$ cat src/sv/rse_pkg.sv
// ------------------------------------------------------------------------
// rse_pkg
// Shared constants, codes, types and helpers of the RPN stack evaluator.
// ------------------------------------------------------------------------
`default_nettype none

package rse_pkg;

	localparam int STACK_DEPTH = 128;
	localparam int FRAC_BITS   = 16;
	localparam int DATA_W      = 32;
	localparam int ADDR_W      = $clog2(STACK_DEPTH);
	localparam int CNT_W       = $clog2(STACK_DEPTH + 1);

	// quotient bits produced by the divider; higher bits only mean saturation
	localparam int DIV_STEPS   = DATA_W + 1;

	// token codes
	localparam logic [2:0] OP_PUSH    = 3'd0;
	localparam logic [2:0] OP_ADD     = 3'd1;
	localparam logic [2:0] OP_SUB     = 3'd2;
	localparam logic [2:0] OP_MUL     = 3'd3;
	localparam logic [2:0] OP_DIV     = 3'd4;
	localparam logic [2:0] OP_UNKNOWN = 3'd5;
	localparam logic [2:0] OP_FINISH  = 3'd6;

	// status codes
	localparam logic [2:0] STAT_OK       = 3'd0;
	localparam logic [2:0] STAT_ZERO_DIV = 3'd1;
	localparam logic [2:0] STAT_FULL     = 3'd2;
	localparam logic [2:0] STAT_EMPTY    = 3'd3;
	localparam logic [2:0] STAT_UNKNOWN  = 3'd4;
	localparam logic [2:0] STAT_IGNORED  = 3'd5;

	typedef enum logic [2:0] {
		ST_IDLE,
		ST_POP_FIN,
		ST_RD_B,
		ST_RD_A,
		ST_EXEC,
		ST_OUT
	} state_t;

	typedef struct packed {
		logic                     start;
		logic [2:0]               op;
		logic signed [DATA_W-1:0] a;
		logic signed [DATA_W-1:0] b;
	} arith_req_t;

	typedef struct packed {
		logic                     done;
		logic signed [DATA_W-1:0] value;
	} arith_rsp_t;

	function automatic logic signed [DATA_W-1:0] sat32(input logic signed [63:0] v);
		logic signed [63:0] hi_lim;
		logic signed [63:0] lo_lim;
		hi_lim = 64'sd2147483647;
		lo_lim = -64'sd2147483648;
		if (v > hi_lim) begin
			return 32'sh7FFF_FFFF;
		end else if (v < lo_lim) begin
			return 32'sh8000_0000;
		end
		return v[DATA_W-1:0];
	endfunction

endpackage

`default_nettype wire

$ cat src/sv/rse_div.sv
// ------------------------------------------------------------------------
// rse_div
// Signed fixed-point divider, one quotient bit per cycle (restoring).
// ------------------------------------------------------------------------
`default_nettype none

module rse_div (
	input  logic                               clk,
	input  logic                               arst_n,
	input  logic                               start,
	input  logic signed [rse_pkg::DATA_W-1:0]  a,
	input  logic signed [rse_pkg::DATA_W-1:0]  b,
	output logic                               done,
	output logic signed [rse_pkg::DATA_W-1:0]  q
);
	import rse_pkg::*;

	localparam int DVW = FRAC_BITS + DIV_STEPS;
	localparam int CW  = $clog2(DIV_STEPS + 1);
	localparam logic [DIV_STEPS-1:0] POS_LIM = DIV_STEPS'(33'h0_7FFF_FFFF);
	localparam logic [DIV_STEPS-1:0] NEG_LIM = DIV_STEPS'(33'h0_8000_0000);

	logic [DATA_W-1:0]    mag_a, mag_b;
	logic [DVW-1:0]       dvd, hi;
	logic                 ovf_c;
	logic [DATA_W:0]      trial, diff;
	logic                 ge;
	logic [DIV_STEPS-1:0] neg_quo;
	logic signed [DATA_W-1:0] q_c;

	logic                 busy_q, fin_q, done_q;
	logic [CW-1:0]        cnt_q;
	logic [DATA_W-1:0]    rem_q, magb_q;
	logic [DIV_STEPS-1:0] lo_q, quo_q;
	logic                 neg_q, ovf_q;
	logic signed [DATA_W-1:0] q_q;

	always_comb begin
		mag_a = a[DATA_W-1] ? (~a + 32'd1) : a;
		mag_b = b[DATA_W-1] ? (~b + 32'd1) : b;
		dvd   = DVW'(mag_a) << FRAC_BITS;
		hi    = dvd >> DIV_STEPS;
		// quotient would need more than DIV_STEPS bits: saturates anyway
		ovf_c = hi >= DVW'(mag_b);
	end

	always_comb begin
		trial = {rem_q, lo_q[DIV_STEPS-1]};
		diff  = trial - {1'b0, magb_q};
		ge    = trial >= {1'b0, magb_q};
	end

	always_comb begin
		neg_quo = ~quo_q + DIV_STEPS'(1);
		if (neg_q) begin
			q_c = (ovf_q || quo_q > NEG_LIM) ? 32'sh8000_0000 : neg_quo[DATA_W-1:0];
		end else begin
			q_c = (ovf_q || quo_q > POS_LIM) ? 32'sh7FFF_FFFF : quo_q[DATA_W-1:0];
		end
	end

	always_ff @(posedge clk or negedge arst_n) begin
		if (!arst_n) begin
			busy_q <= 1'b0;
			fin_q  <= 1'b0;
			done_q <= 1'b0;
			cnt_q  <= '0;
		end else begin
			done_q <= 1'b0;
			if (start) begin
				busy_q <= !ovf_c;
				fin_q  <= ovf_c;
				cnt_q  <= CW'(DIV_STEPS);
			end else if (busy_q) begin
				cnt_q <= cnt_q - CW'(1);
				if (cnt_q == CW'(1)) begin
					busy_q <= 1'b0;
					fin_q  <= 1'b1;
				end
			end else if (fin_q) begin
				fin_q  <= 1'b0;
				done_q <= 1'b1;
			end
		end
	end

	always_ff @(posedge clk) begin
		if (start) begin
			rem_q  <= hi[DATA_W-1:0];
			lo_q   <= dvd[DIV_STEPS-1:0];
			quo_q  <= '0;
			magb_q <= mag_b;
			neg_q  <= a[DATA_W-1] ^ b[DATA_W-1];
			ovf_q  <= ovf_c;
		end else if (busy_q) begin
			rem_q <= ge ? diff[DATA_W-1:0] : trial[DATA_W-1:0];
			quo_q <= {quo_q[DIV_STEPS-2:0], ge};
			lo_q  <= lo_q << 1;
		end
		if (fin_q) begin
			q_q <= q_c;
		end
	end

	assign done = done_q;
	assign q    = q_q;

endmodule

`default_nettype wire

$ cat src/sv/rse_arith.sv
// ------------------------------------------------------------------------
// rse_arith
// Saturating Q16.16 add, subtract, multiply and divide with start/done.
// ------------------------------------------------------------------------
`default_nettype none

module rse_arith (
	input  logic                 clk,
	input  logic                 arst_n,
	input  rse_pkg::arith_req_t  req,
	output rse_pkg::arith_rsp_t  rsp
);
	import rse_pkg::*;

	logic signed [DATA_W:0]   sum_c;
	logic signed [63:0]       prod_c;
	logic                     div_start, div_done;
	logic signed [DATA_W-1:0] div_q;
	logic                     addsub_c;

	logic                     mul_v_s1, done_q;
	logic signed [63:0]       prod_s1;
	logic signed [DATA_W-1:0] res_q;

	always_comb begin
		addsub_c = req.start && (req.op == OP_ADD || req.op == OP_SUB);
		if (req.op == OP_SUB) begin
			sum_c = {req.a[DATA_W-1], req.a} - {req.b[DATA_W-1], req.b};
		end else begin
			sum_c = {req.a[DATA_W-1], req.a} + {req.b[DATA_W-1], req.b};
		end
		prod_c    = req.a * req.b;
		div_start = req.start && req.op == OP_DIV;
	end

	rse_div u_div (
		.clk    (clk),
		.arst_n (arst_n),
		.start  (div_start),
		.a      (req.a),
		.b      (req.b),
		.done   (div_done),
		.q      (div_q)
	);

	always_ff @(posedge clk or negedge arst_n) begin
		if (!arst_n) begin
			mul_v_s1 <= 1'b0;
			done_q   <= 1'b0;
		end else begin
			mul_v_s1 <= req.start && req.op == OP_MUL;
			done_q   <= addsub_c || mul_v_s1 || div_done;
		end
	end

	// arithmetic shift of the product rounds toward minus infinity
	always_ff @(posedge clk) begin
		prod_s1 <= prod_c;
		if (addsub_c) begin
			res_q <= sat32(64'(sum_c));
		end else if (mul_v_s1) begin
			res_q <= sat32(prod_s1 >>> FRAC_BITS);
		end else if (div_done) begin
			res_q <= div_q;
		end
	end

	assign rsp.done  = done_q;
	assign rsp.value = res_q;

endmodule

`default_nettype wire

$ cat config.mk
export PLATFORM = sky130hd
export DESIGN_NAME = rse_arith
export DESIGN_NICKNAME = d
export VERILOG_FILES = /design/src/sv/rse_pkg.sv /design/src/sv/rse_div.sv /design/src/sv/rse_arith.sv
export SDC_FILE = /design/constraint.sdc
export NUM_CORES = 2
export LEC_CHECK = 0
export BUFFER_PORTS_ARGS = -buffer_cell sky130_fd_sc_hd__buf_2
export CORE_AREA = 2 2 311 313
export CTS_CLUSTER_DIAMETER = 40
export DETAILED_ROUTE_END_ITERATION = 10
export DIE_AREA = 0 0 313 315
export PLACE_DENSITY = 0.68
export SYNTH_ARGS = -nofsm -noshare
export SYNTH_HDL_FRONTEND = slang
export SYNTH_SLANG_ARGS = --single-unit
export TNS_END_PERCENT = 1
$ cat constraint.sdc
create_clock -name clk -period 4.45 [get_ports clk]
set_input_delay 0.89 -clock clk [delete_from_list [all_inputs] [get_ports clk]]
set_output_delay 0.89 -clock clk [all_outputs]
set_load 0.02 [all_outputs]
==> impl_metrics.env <==
export IMPL_cts_sinks=239
export IMPL_synth_enable_flop_cells=130
export IMPL_hp_class="input port to async pin"
export IMPL_grt_pass1_vias=43410
export IMPL_startpoint_type="input port"
export IMPL_netlist_cell_type_count=88
export IMPL_fill_cells=7836
export IMPL_worst_slew_pin_slew_ps=919.0
export IMPL_fin_crit_ps=7541
export IMPL_synth_xor_area_share_pct=3.501
export IMPL_crit_fanout=14
export IMPL_cts_hold_fix_buffers=0
export IMPL_grt_usage_pct=33.49
export IMPL_fin_ws_ps=-3091
export IMPL_fin_skew_ps=16.53
export IMPL_multiInputGateArea_um2=40560
export IMPL_ios=103
export IMPL_finalSetupViolCount=83
export IMPL_cp_end_kind="register"
export IMPL_viasPerCell=5.537
export IMPL_die_h_um=315
export IMPL_cts_buffers=26
export IMPL_status="finished with violations"
export IMPL_failed_checks="setup timing"
export IMPL_final_cell_mix="1,078 x inv_1, 1,046 x fa_1, 704 x buf_4, 649 x nand2_1, 513 x and2_1"
export IMPL_ctsLongestPathBuffers=3
export IMPL_antenna_found_initial=11
export IMPL_via_count=40900
export IMPL_ys_warn_count=0
export IMPL_drv_slew=0
export IMPL_synthAdderAreaFrac_pct=49.03
export IMPL_fp_coreArea_um2=95710
export IMPL_worstSkewPairLatency_ps=560
export IMPL_syn_to_final_growth_pct=19.04
export IMPL_cts_clk_slew_worst_paths_ps=70
export IMPL_synth_compound_area_share_pct=7.623
export IMPL_wire_per_inst_um=21.82
export IMPL_synthMuxAreaShare_pct=1.140
export IMPL_grt_start_max_net_pins=75
export IMPL_cts_tree="built"
export IMPL_synth_seq_cells=239
export IMPL_synth_nets=6942
export IMPL_drtAntennaViolNets=0
export IMPL_synthArstFlopShare_pct=4.603
export IMPL_cts_root_buf="clkbuf_16"
export IMPL_h_tree_depth=1
export IMPL_gp_congestion=1.009
export IMPL_cp_required_ps=4890
export IMPL_synthesis_area_um2=51030
export IMPL_synth_main_ff_cell="edfxtp_1"
export IMPL_die_w_um=313
export IMPL_synth_simple_gate_area_share_pct=16.08
export IMPL_max_freq_ghz=0.1326
export IMPL_dp_hpwl_um=135100
export IMPL_avgSynthCellArea_um2=9.241
export IMPL_max_cap_violations=0
export IMPL_synthCells=5522
export IMPL_regArea_um2=6142
export IMPL_crit_top_cell="fa_1"
export IMPL_layout_commonest_cell="inv_1"
export IMPL_die_area_um2=98600
export IMPL_drc=0
export IMPL_crit_type="input port to register"
export IMPL_rows=114
export IMPL_crit_path_top_delay_cell="fa_2"
export IMPL_grt_pass1_wl_um=251700
export IMPL_seq_area_frac_synth_pct=12.03
export IMPL_hold_viol=0
export IMPL_port_buffer_count=102
export IMPL_layout_nets=7504
export IMPL_slew_headroom_pct=37.15
export IMPL_grt_ovfl_total=0
export IMPL_dr_first_iter_drc_count=3762
export IMPL_fin_crit_sh_pct=169.5
export IMPL_cp_arrival_ps=7980
export IMPL_slowest_delay_ps=700
export IMPL_final_area_um2=60750
export IMPL_firstDrtPassIters=6
export IMPL_drive_above_1_share_pct=18.84
export IMPL_place_area_um2=58290
export IMPL_initial_utilization_pct=53.32
export IMPL_rsz0062_at_grt="yes"
export IMPL_totalWireLength_um=161200
export IMPL_synth_top_family_by_area="adder cells"
[synthesized netlist by cell type (all sizes together) (12+ instances only)]
library cell / number / share of area [%]
ha: 267 / 6.5
nand2: 658 / 4.8
nand2b: 34 / 0.45
mux2i: 57 / 1.1
xor2: 97 / 1.7
nor3: 44 / 0.43
o211ai: 15 / 0.22
and3: 13 / 0.16
nor2b: 39 / 0.48
and2: 520 / 6.4
o21ai: 159 / 1.6
nand4: 33 / 0.40
nand3: 41 / 0.40
inv: 1088 / 8.0
o311ai: 26 / 0.45
o221ai: 26 / 0.45
buf: 55 / 0.45
nor4: 17 / 0.21
xnor2: 107 / 1.8
a21o: 45 / 0.66
o21a: 24 / 0.35
or3: 30 / 0.38
fa: 1083 / 42
edfxtp: 130 / 7.7
nor2: 164 / 1.2
dfxtp: 98 / 3.8
clkbuf: 288 / 2.1
a21oi: 154 / 1.5
o31ai: 33 / 0.51
a211oi: 21 / 0.31
o41ai: 12 / 0.26
[area by class of cell]
type                       instances  area share (%)
inverter                        1089           6.742
antenna                            7         0.02884
tap                             1276           2.628
multi-input combinational       3851           66.77
clock buffer                      29           1.090
timing repair buffer             877           12.28
sequential                       239           10.11
clock inverter                    19          0.3481
[layer usage]
| metal | global-route usage, % | up-vias | part of all wire (%) |
|---|---|---|---|
| met3 | 5.710 | 403 | 8.5 |
| li1 | - | 18040 | - |
| met2 | 53.76 | 1687 | 46 |
| met5 | 0 | - | 0.0081 |
| met1 | 44.88 | 20770 | 40 |
| met4 | 14.93 | 2 | 5.6 |
[path summary, 6_finish.rpt]
path / start / to / slack (ps) / cells past startpoint
min in group clk: u_div.rem_q[26]$_SDFFE_PP0P_ / u_div.rem_q[26]$_SDFFE_PP0P_ / 510 / 2
worst max register to register: u_div.quo_q[1]$_SDFFE_PP0P_ / u_div.q[5]$_DFFE_PP_ / 310 / 13
worst min register to register: u_div.rem_q[26]$_SDFFE_PP0P_ / u_div.rem_q[26]$_SDFFE_PP0P_ / 510 / 2
max in group asynchronous: arst_n / u_div.busy_q$_DFF_PN0_ / 4020 / 1
worst max-delay path: req[42] / prod_s1[63]$_DFF_P_ / -3090 / 25
worst min-delay path: arst_n / u_div.cnt_q[5]$_DFFE_PN0P_ / 190 / 1
[logic make-up after synthesis]
logic type / after synthesis
simple gates: 1641
flops: 239
mux: 58
compound gates: 598
fa+ha+maj: 1350
buf+inv: 1432
xor+xnor: 204
[critical path: cells and delay by family]
kind	cells	cell delay, ps
AO/OA/AOI/OAI	9	1790
XOR/XNOR	1	70
adder cells (fa/ha/maj)	9	4460
buffers and inverters	5	580
AND/OR/NAND/NOR	1	170
[through the flow]
| step | setup slack [ps] | setup TNS [ps] | util [%] | hold slack, ps | instances |
|---|---|---|---|---|---|
| 2_1_floorplan | -4092 | -211840 | - | 454.1 | 5522 |
| 3_3_place_gp | -4514 | -274270 | 60.90 | 473.6 | 7313 |
| 3_5_place_dp | -4658 | -281750 | 60.90 | 490.6 | 7313 |
| 4_1_cts | -3095 | -173500 | 62.97 | 168.8 | 7376 |
| 5_1_grt | -3385 | -190000 | 63.46 | 187.4 | 7385 |
| 6_report | -3091 | -175020 | 63.47 | 187.5 | 7387 |
[registers in the layout, summed over array words and instances (netlist names), 6 cells and up]
register      flops
prod_s1          48
u_div.quo_q      33
res_q            32
u_div.magb_q     32
u_div.q          32
u_div.rem_q      32
u_div.lo_q       17
u_div.cnt_q       6
[what timing repair did]
action | 4_1_cts | 5_1_grt
endpoints found under the setup margin | 83 | 83
hold endpoints to repair | 0 | 0
resized for setup | 233 | 88
gates cloned | 0 | 1
setup buffers | 15 | 3
pin swaps | 82 | 41
Power is left out: the tool's default activity adds up to more than one toggle a clock period on the data nets, which glitch-free logic cannot reach.
